$ cat src/hdl/mgm_pkg.sv
// ============================================================================
// mgm_pkg
// Shared types, constants and field arithmetic for the masked GF(2^8)
// multiplier.
// ============================================================================
package mgm_pkg;

    localparam int BYTE_W      = 8;
    localparam int SHARE_MAX   = 4;
    localparam int SHARES_W    = SHARE_MAX * BYTE_W;
    localparam int RAND_W      = 48;
    localparam int CLMUL_W     = 2 * BYTE_W - 1;
    localparam logic [BYTE_W:0] GF_POLY = 9'h11B;

    // Load enables of the two register stages inside one field multiplier.
    typedef struct packed {
        logic s1;
        logic s2;
    } stage_en_t;

    // Carry-less product of two bytes.
    function automatic logic [CLMUL_W-1:0] clmul(input logic [BYTE_W-1:0] x,
                                                 input logic [BYTE_W-1:0] y);
        logic [CLMUL_W-1:0] acc;
        acc = '0;
        for (int k = 0; k < BYTE_W; k++) begin
            if (y[k]) begin
                acc = acc ^ (CLMUL_W'(x) << k);
            end
        end
        return acc;
    endfunction

    // Reduction of a carry-less product modulo the AES polynomial.
    function automatic logic [BYTE_W-1:0] gf_reduce(input logic [CLMUL_W-1:0] v);
        logic [CLMUL_W-1:0] acc;
        acc = v;
        for (int k = CLMUL_W - 1; k >= BYTE_W; k--) begin
            if (acc[k]) begin
                acc = acc ^ (CLMUL_W'(GF_POLY) << (k - BYTE_W));
            end
        end
        return acc[BYTE_W-1:0];
    endfunction

    // Position of pair (i, j), i < j, in the row-major upper triangle of an
    // n by n matrix.
    function automatic int pair_index(input int i, input int j, input int n);
        int idx;
        idx = 0;
        for (int row = 0; row < i; row++) begin
            idx = idx + (n - 1 - row);
        end
        return idx + (j - i - 1);
    endfunction

endpackage

$ cat src/hdl/mgm_if.sv
// ============================================================================
// mgm_in_if / mgm_out_if
// Valid/ready channels for the operand and product transfers.
// ============================================================================
interface mgm_in_if;
    import mgm_pkg::*;

    logic                valid;
    logic                ready;
    logic [SHARES_W-1:0] a_shares;
    logic [SHARES_W-1:0] b_shares;
    logic [RAND_W-1:0]   rand_bytes;

    modport source (output valid, output a_shares, output b_shares,
                    output rand_bytes, input ready);
    modport sink   (input valid, input a_shares, input b_shares,
                    input rand_bytes, output ready);
endinterface

interface mgm_out_if;
    import mgm_pkg::*;

    logic                valid;
    logic                ready;
    logic [SHARES_W-1:0] c_shares;

    modport source (output valid, output c_shares, input ready);
    modport sink   (input valid, input c_shares, output ready);
endinterface

$ cat src/hdl/mgm_gf_mult.sv
// ============================================================================
// mgm_gf_mult
// Two-stage GF(2^8) multiplier: carry-less product, then polynomial
// reduction.
// ============================================================================
module mgm_gf_mult (
    input  logic                    clk,
    input  mgm_pkg::stage_en_t      en,
    input  logic [7:0]              x,
    input  logic [7:0]              y,
    output logic [7:0]              p
);
    import mgm_pkg::*;

    logic [CLMUL_W-1:0] prod_reg;
    logic [BYTE_W-1:0]  red_reg;

    always_ff @(posedge clk)
    begin
        if (en.s1)
        begin
            prod_reg <= clmul(x, y);
        end
        if (en.s2)
        begin
            red_reg <= gf_reduce(prod_reg);
        end
    end

    assign p = red_reg;

endmodule

$ cat src/hdl/masked_gf256_multiplier.sv
// ============================================================================
// masked_gf256_multiplier
// ISW masked multiplication of two Boolean-shared bytes in GF(2^8).
// ============================================================================
// The block takes all shares of a, all shares of b and the fresh random bytes
// of one multiplication in a single transfer and returns all shares of the
// product in a single transfer. MASKING_ORDER (1 to 3) sets the share count
// to MASKING_ORDER+1; share bytes above that count are ignored on input and
// driven as zero on output, and only the first MASKING_ORDER*(MASKING_ORDER+1)/2
// random bytes are used, filling the upper triangle row by row. Throughput is
// one item per clock cycle unless the output stalls; an accepted item reaches
// output valid through the three register stages: carry-less partial products
// of every share pair, their reduction modulo 0x11B, and the ISW combination
// of reduced products with the random bytes into the output register. Each
// stage moves when it is empty or when the stage after it moves, so bubbles
// are squeezed out and a stalled consumer holds the pipeline without loss.
// ============================================================================
module masked_gf256_multiplier #(
    parameter int MASKING_ORDER = 3
) (
    input  logic      clk,
    input  logic      rst_n,
    mgm_in_if.sink    operands,
    mgm_out_if.source product
);
    import mgm_pkg::*;

    localparam int SHARES = (MASKING_ORDER < 1) ? 2 :
                            ((MASKING_ORDER > 3) ? SHARE_MAX : MASKING_ORDER + 1);

    // Stage valid bits and stage advance conditions.
    logic v1_reg, v2_reg, v3_reg;
    logic adv1, adv2, adv3;

    // Random bytes ride alongside the products through the first two stages.
    logic [RAND_W-1:0]   rand1_reg, rand2_reg;
    logic [SHARES_W-1:0] c_shares_reg, c_shares_next;

    stage_en_t en;

    // Reduced products a_i*b_j, valid at the end of stage two.
    logic [BYTE_W-1:0] prod [SHARES][SHARES];

    assign adv3 = !v3_reg || product.ready;
    assign adv2 = !v2_reg || adv3;
    assign adv1 = !v1_reg || adv2;

    assign en.s1 = adv1;
    assign en.s2 = adv2;

    assign operands.ready   = adv1;
    assign product.valid    = v3_reg;
    assign product.c_shares = c_shares_reg;

    always_ff @(posedge clk or negedge rst_n)
    begin
        if (!rst_n)
        begin
            v1_reg <= 1'b0;
            v2_reg <= 1'b0;
            v3_reg <= 1'b0;
        end
        else
        begin
            if (adv1)
            begin
                v1_reg <= operands.valid;
            end
            if (adv2)
            begin
                v2_reg <= v1_reg;
            end
            if (adv3)
            begin
                v3_reg <= v2_reg;
            end
        end
    end

    always_ff @(posedge clk)
    begin
        if (adv1)
        begin
            rand1_reg <= operands.rand_bytes;
        end
        if (adv2)
        begin
            rand2_reg <= rand1_reg;
        end
        if (adv3)
        begin
            c_shares_reg <= c_shares_next;
        end
    end

    // One field multiplier for every ordered share pair.
    for (genvar gi = 0; gi < SHARES; gi++) begin : g_row
        for (genvar gj = 0; gj < SHARES; gj++) begin : g_col
            mgm_gf_mult u_mult (
                .clk (clk),
                .en  (en),
                .x   (operands.a_shares[gi*BYTE_W +: BYTE_W]),
                .y   (operands.b_shares[gj*BYTE_W +: BYTE_W]),
                .p   (prod[gi][gj])
            );
        end
    end

    // ISW combination. For i < j the upper term is the random byte r_ij and
    // the mirrored term is r_ji = (r_ij ^ a_i*b_j) ^ a_j*b_i. Share c_i is
    // its own product XOR every r_ij with j != i.
    always_comb
    begin
        logic [BYTE_W-1:0] r_mat [SHARES][SHARES];
        logic [BYTE_W-1:0] acc;
        for (int i = 0; i < SHARES; i++) begin
            for (int j = 0; j < SHARES; j++) begin
                r_mat[i][j] = '0;
            end
        end
        for (int i = 0; i < SHARES; i++) begin
            for (int j = i + 1; j < SHARES; j++) begin
                r_mat[i][j] = rand2_reg[pair_index(i, j, SHARES)*BYTE_W +: BYTE_W];
                r_mat[j][i] = (r_mat[i][j] ^ prod[i][j]) ^ prod[j][i];
            end
        end
        c_shares_next = '0;
        for (int i = 0; i < SHARES; i++) begin
            acc = prod[i][i];
            for (int j = 0; j < SHARES; j++) begin
                if (j != i) begin
                    acc = acc ^ r_mat[i][j];
                end
            end
            c_shares_next[i*BYTE_W +: BYTE_W] = acc;
        end
    end

    // A transfer on the input always lands in the first stage.
    assert property (@(posedge clk) disable iff (!rst_n)
        operands.valid && operands.ready |=> v1_reg)
        else $error("accepted operands did not enter the first stage");

    // Back pressure reaches the input only when every stage is occupied.
    assert property (@(posedge clk) disable iff (!rst_n)
        !operands.ready |-> (v1_reg && v2_reg && v3_reg))
        else $error("input stalled while the pipeline has a free stage");

    // An occupied middle stage is never dropped while the output is stalled.
    assert property (@(posedge clk) disable iff (!rst_n)
        v2_reg && !adv3 |=> v2_reg && v3_reg)
        else $error("middle stage lost its item during a stall");

endmodule

$ cat src/flat_wrapper.sv
// flat-port wrapper written by rule: the top's interface ports become plain ports
module masked_gf256_multiplier_flat import mgm_pkg::*;
#(
    parameter int MASKING_ORDER = 3
)
  (clk, rst_n, operands_valid, operands_a_shares, operands_b_shares, operands_rand_bytes, operands_ready, product_valid, product_c_shares, product_ready);
  mgm_in_if operands_i ();
  mgm_out_if product_i ();
  input  logic clk;
  input  logic rst_n;
  input wire logic [$bits(operands_i.valid)-1:0] operands_valid;
  input wire logic [$bits(operands_i.a_shares)-1:0] operands_a_shares;
  input wire logic [$bits(operands_i.b_shares)-1:0] operands_b_shares;
  input wire logic [$bits(operands_i.rand_bytes)-1:0] operands_rand_bytes;
  output wire logic [$bits(operands_i.ready)-1:0] operands_ready;
  output wire logic [$bits(product_i.valid)-1:0] product_valid;
  output wire logic [$bits(product_i.c_shares)-1:0] product_c_shares;
  input wire logic [$bits(product_i.ready)-1:0] product_ready;
  assign operands_i.valid = operands_valid;
  assign operands_i.a_shares = operands_a_shares;
  assign operands_i.b_shares = operands_b_shares;
  assign operands_i.rand_bytes = operands_rand_bytes;
  assign operands_ready = operands_i.ready;
  assign product_valid = product_i.valid;
  assign product_c_shares = product_i.c_shares;
  assign product_i.ready = product_ready;
  masked_gf256_multiplier #(.MASKING_ORDER(MASKING_ORDER)) u_core (.clk(clk), .rst_n(rst_n), .operands(operands_i), .product(product_i));
endmodule
$ cat config.mk
export PLATFORM = sky130hd
export DESIGN_NAME = masked_gf256_multiplier_flat
export DESIGN_NICKNAME = d
export VERILOG_FILES = /design/src/hdl/mgm_pkg.sv /design/src/hdl/mgm_if.sv /design/src/hdl/mgm_gf_mult.sv /design/src/hdl/masked_gf256_multiplier.sv /design/src/flat_wrapper.sv
export SDC_FILE = /design/constraint.sdc
export NUM_CORES = 1
export LEC_CHECK = 0
export BUFFER_PORTS_ARGS = -buffer_cell sky130_fd_sc_hd__buf_2
export CAP_MARGIN = 20
export CELL_PAD_IN_SITES_DETAIL_PLACEMENT = 1
export CELL_PAD_IN_SITES_GLOBAL_PLACEMENT = 1
export CORE_UTILIZATION = 35
export CTS_CLUSTER_SIZE = 8
export DETAILED_ROUTE_END_ITERATION = 10
export PLACE_DENSITY_LB_ADDON = 0.2
export SLEW_MARGIN = 20
export SYNTH_ARGS = -nofsm -noshare
export SYNTH_HDL_FRONTEND = slang
export SYNTH_SLANG_ARGS = --single-unit
$ cat constraint.sdc
create_clock -name clk -period 32.3 [get_ports clk]
set_input_delay 6.46 -clock clk [delete_from_list [all_inputs] [get_ports clk]]
set_output_delay 6.46 -clock clk [all_outputs]
set_load 0.01 [all_outputs]
# Yosys cells after proc, flatten, opt, wreduce, memory -nomap -nowiden
# Index checks and enable logic that the tools add are counted.
op_classes:
  mux: 448
  n_bitwise: 248
  n_reduce_logical: 6
op_table:
  columns: ["operator", "count"]
  rows:
  - ["$mux W15", 224]
  - ["$not A4 Y4", 112]
  - ["$mux W11", 32]
  - ["$mux W10", 32]
  - ["$mux W9", 32]
  - ["$mux W8", 32]
  - ["$xor A15 B10 Y15", 16]
  - ["$xor A15 B11 Y15", 16]
  - ["$xor A15 B12 Y15", 16]
  - ["$xor A15 B13 Y15", 16]
  - ["$xor A15 B14 Y15", 16]
  - ["$xor A15 B15 Y15", 16]
  - ["$xor A15 B9 Y15", 16]
  - ["$mux W14", 16]
  - ["$mux W13", 16]
  - ["$mux W12", 16]
  - ["$xor A8 B8 Y8", 24]
  - ["$mux W7", 16]
  - ["$mux W6", 16]
  - ["$mux W5", 16]
  - ["$logic_not A1 Y1", 3]
  - ["$logic_or A1 B1 Y1", 3]
word_totals:
  register_bits: 499
  inputBits: 116

# Logic depth before layout (Yosys ltp)
depth:
  word_depth: 25
  mapped_depth: 5
  ltp_nobuf: 4

# By module
# A second synthesis with hierarchy kept.
hier_totals:
  cells_unflattened: 3089
  area_unflattened_um2: 32292.2
by_module_without_submodules:
  columns: ["module", "n_inst", "cells_per_inst", "area_per_inst_um2", "seq_area_each_um2"]
  rows:
  - ["mgm_gf_mult", 16, 173, 1660.3, 690.7]
  - ["masked_gf256_multiplier", 1, 321, 5726.7, 3918.8]

# Least setup slack after synthesis
# Ideal clock, no wire load.
synth_timing:
  path_type: "input port to output port"
  from: "input port product_ready"
  to: "output port operands_ready"
  arrival_time_ns: 14.440
  slack_ns: 11.400
  path_stages: 1
  path_buffers: 0
  cell_sequence: "nand4b_1"
synth_between:
  elab_chain_cells: 3
synth_rtl:
  columns: ["element", "line", "rtl"]
  rows:
  - ["start, declared", "flat_wrapper.sv:18", "input wire logic [$bits(product_i.ready)-1:0] product_ready;"]
  - ["$logic_or A1 B1 Y1", "masked_gf256_multiplier.sv:44", "assign adv3 = !v3_reg || product.ready;"]
  - ["$logic_or A1 B1 Y1", "masked_gf256_multiplier.sv:45", "assign adv2 = !v2_reg || adv3;"]
  - ["$logic_or A1 B1 Y1", "masked_gf256_multiplier.sv:46", "assign adv1 = !v1_reg || adv2;"]
  - ["end, declared", "flat_wrapper.sv:15", "output wire logic [$bits(operands_i.ready)-1:0] operands_ready;"]
# Every way passes these cells.

# Final worst setup path
# Same ends and word-level chain as after synthesis.

==> flow_summary.yaml <==
yosys:
  synth_top_family_by_area: "XOR/XNOR gates"
  synth.distinct_cells: 12
  muxShareOfSynthArea_pct: 0
  synth_top_area_cell: "edfxtp_1"
  yosysWarnings: 0
  synth_edf_count: 496
  synth_compound_area_share_pct: 0
  syn-num-nets: 3196
  async_flop_share_pct: 0.6012
  synth_area_leaders: "edfxtp_1, xnor2_1, nand2_1"
  ys_top_cells_by_count: "xnor2_1, nand2_1, edfxtp_1"
  synth_seq_area_share_pct: 46.99
  synth_xor_area_share_pct: 36.95
  syn_area_per_cell_um2: 10.34
  yosys.area_share.simple_pct: 12.45
  synthAdderAreaFrac_pct: 0
  synth_cells: 3080
  ys_seq_elements: 499
  syn_area_um2: 31850
  yosysMostFrequentCell: "xnor2_1"
  yosys_most_used_dff: "edfxtp_1"
  synth_top_area_share_pct: 46.76
die:
  die_h_um: 303.7
  die-area_um2: 92220
  num_io_pins: 150
  rows: 110
  start_util_pct: 35.34
  core_area_um2: 90150
  fp.dieW_um: 303.7
timing:
  setup_tns_ns: 0
  slew_headroom_pct: 32.96
  fin_worst_skew_ns: 0.01960
  worst_pin_slew_ns: 1.006
  fin_crit_sh_pct: 42.48
  layout_min_cycle_time_ns: 13.72
  setup-violations-final: 0
  max_freq_mhz: 72.87
  finalMaxSlewViolations: 0
  hold_viol_final: 0
  rsz0062_at_grt: "no"
  fin_ws_ns: 18.58
clock_network:
  clk_transition_reported_paths_ns: 0.05
  cts_tree: "built"
  insertion_delay_ns: 0.63
  cts_buffer_depth: 3
  cts_buffers: 73
  cts_hold_buf: 0
  clock-root-buffer: "clkbuf_16"
  cts-resized-gates: 0
  htreeDepth: 3
  cts_num_sinks: 499
  post_cts_buffers: 0
drt:
  via_per_inst: 4.825
  dr.pass1.iters: 5
  drc: 0
  wl_per_cell_um: 22.27
  first_iter_violations: 993
  wl_um: 95840
  antenna_left: 0
  num_vias: 20761
setup_path:
  arrival_ns: 7.26
  worstSetupEndpointType: "primary output"
  crit_fanout: 26
  r2r_slack_ns: 29.12
  worst_setup_path_start_kind: "input port"
  worstPathRequired_ns: 25.84
  critPathKind: "in -> out"
pwr:
  power_density_nw_per_um2: 82.64
  p_leak_nw: 12.39
  ir_drop_mv: 0.03668
layout:
  largest_reg_flops: 240
  stdcell_count: 4303
  syn2layout_area_growth_pct: 10.07
  fin_area_um2: 35060
  nets: 3222
  drive_gt1_share_pct: 7.717
placement:
  place_area_um2: 32990
  pre_cts_ws_ns: 18.54
  hpwl_um: 61060
  portBuffers: 149
  place.gp.congestion: 0.7672
  dp.cells: 4207
worst_hold_path:
  min_path_type: "reg -> reg"
global_route:
  grt_usage_pct: 20.92
  grt_pass1_vias: 22749
  gr-total-overflow: 0
  grt_max_degree: 69
  grt_pass1_wl_um: 144600
  antenna_found_initial: 12
outcome:
  outcome: "finished clean"
job:
  drv_cap: 0
[cells in the final DEF (no fill, tap or decap)]
cell       count
xnor2_1     1024
nand2_1      992
edfxtp_1     496
xor2_1       320
buf_2        149
clkbuf_16     73
and2_1        32
buf_4          9
clkbuf_1       7
diode_2        4
clkinv_16      4
nand2b_1       3
clkinv_1       3
dfrtp_1        3
inv_16         2
nand2b_2       1
nand3b_1       1
nand4b_1       1
clkbuf_8       1
clkinv_8       1
clkinv_2       1
[report_power, final]
part / internal [mW] / switching, mW
combinational: 0.480 / 0.570
sequential: 1.02 / 0.121
clock: 0.411 / 0.295
total: 1.91 / 0.986
[per-stage QoR]
stage,hold slack [ns],total power [mW],utilization [%]
finish,0.4154,2.898,38.89
global route,0.4258,3.058,38.89
CTS,0.4169,2.945,38.88
detailed placement,0.4052,2.226,36.60
global placement,0.4046,2.197,36.60
floorplan,0.4003,1.902,-
[layout make-up]
class,instances,area [um^2]
multi-input combinational,2374,15740
clock inverter,11,192.7
antenna,4,10.01
timing repair buffer,158,813.3
clock buffer,81,1867
fill,9913,55090
sequential,499,14970
tap,1176,1471
[layer usage]
| metal | up-vias | routed length, um | share of wire (%) | GRT usage [%] |
|---|---|---|---|---|
| li1 | 9628 | - | - | - |
| met1 | 10503 | 42810 | 45 | 27.00 |
| met2 | 459 | 46470 | 48 | 35.64 |
| met3 | 155 | 3998 | 4.2 | 3.090 |
| met4 | 16 | 2456 | 2.6 | 7.225 |
| met5 | - | 102 | 0.11 | 0 |
[cells by family (layout without fill, tap and decap cells)]
kind of cell,count (synthesis),count (layout)
xor+xnor,1344,1344
buf+inv,207,250
simple gates,1030,1030
flops,499,499
other cells,0,4
[worst max-delay path, cell delays in order]
cell	delay, ns
buf_2	0.09
nand4b_1	0.11
buf_4	0.35
buf_2	0.21
[final timing paths]
path / start / to / depth (start not counted)
min reg2reg: u_core.rand1_reg[0] / u_core.rand2_reg[0] / 0
min in group asynchronous: rst_n / u_core.product.valid / 1
max reg2reg: u_core.product.valid / u_core.g_row[1].g_col[0].u_mult.p[7] / 4
max: product_ready / operands_ready / 4
max in group asynchronous: rst_n / u_core.v1_reg / 1
min: u_core.rand1_reg[0] / u_core.rand2_reg[0] / 0
(Power assumes the default switching activity.)
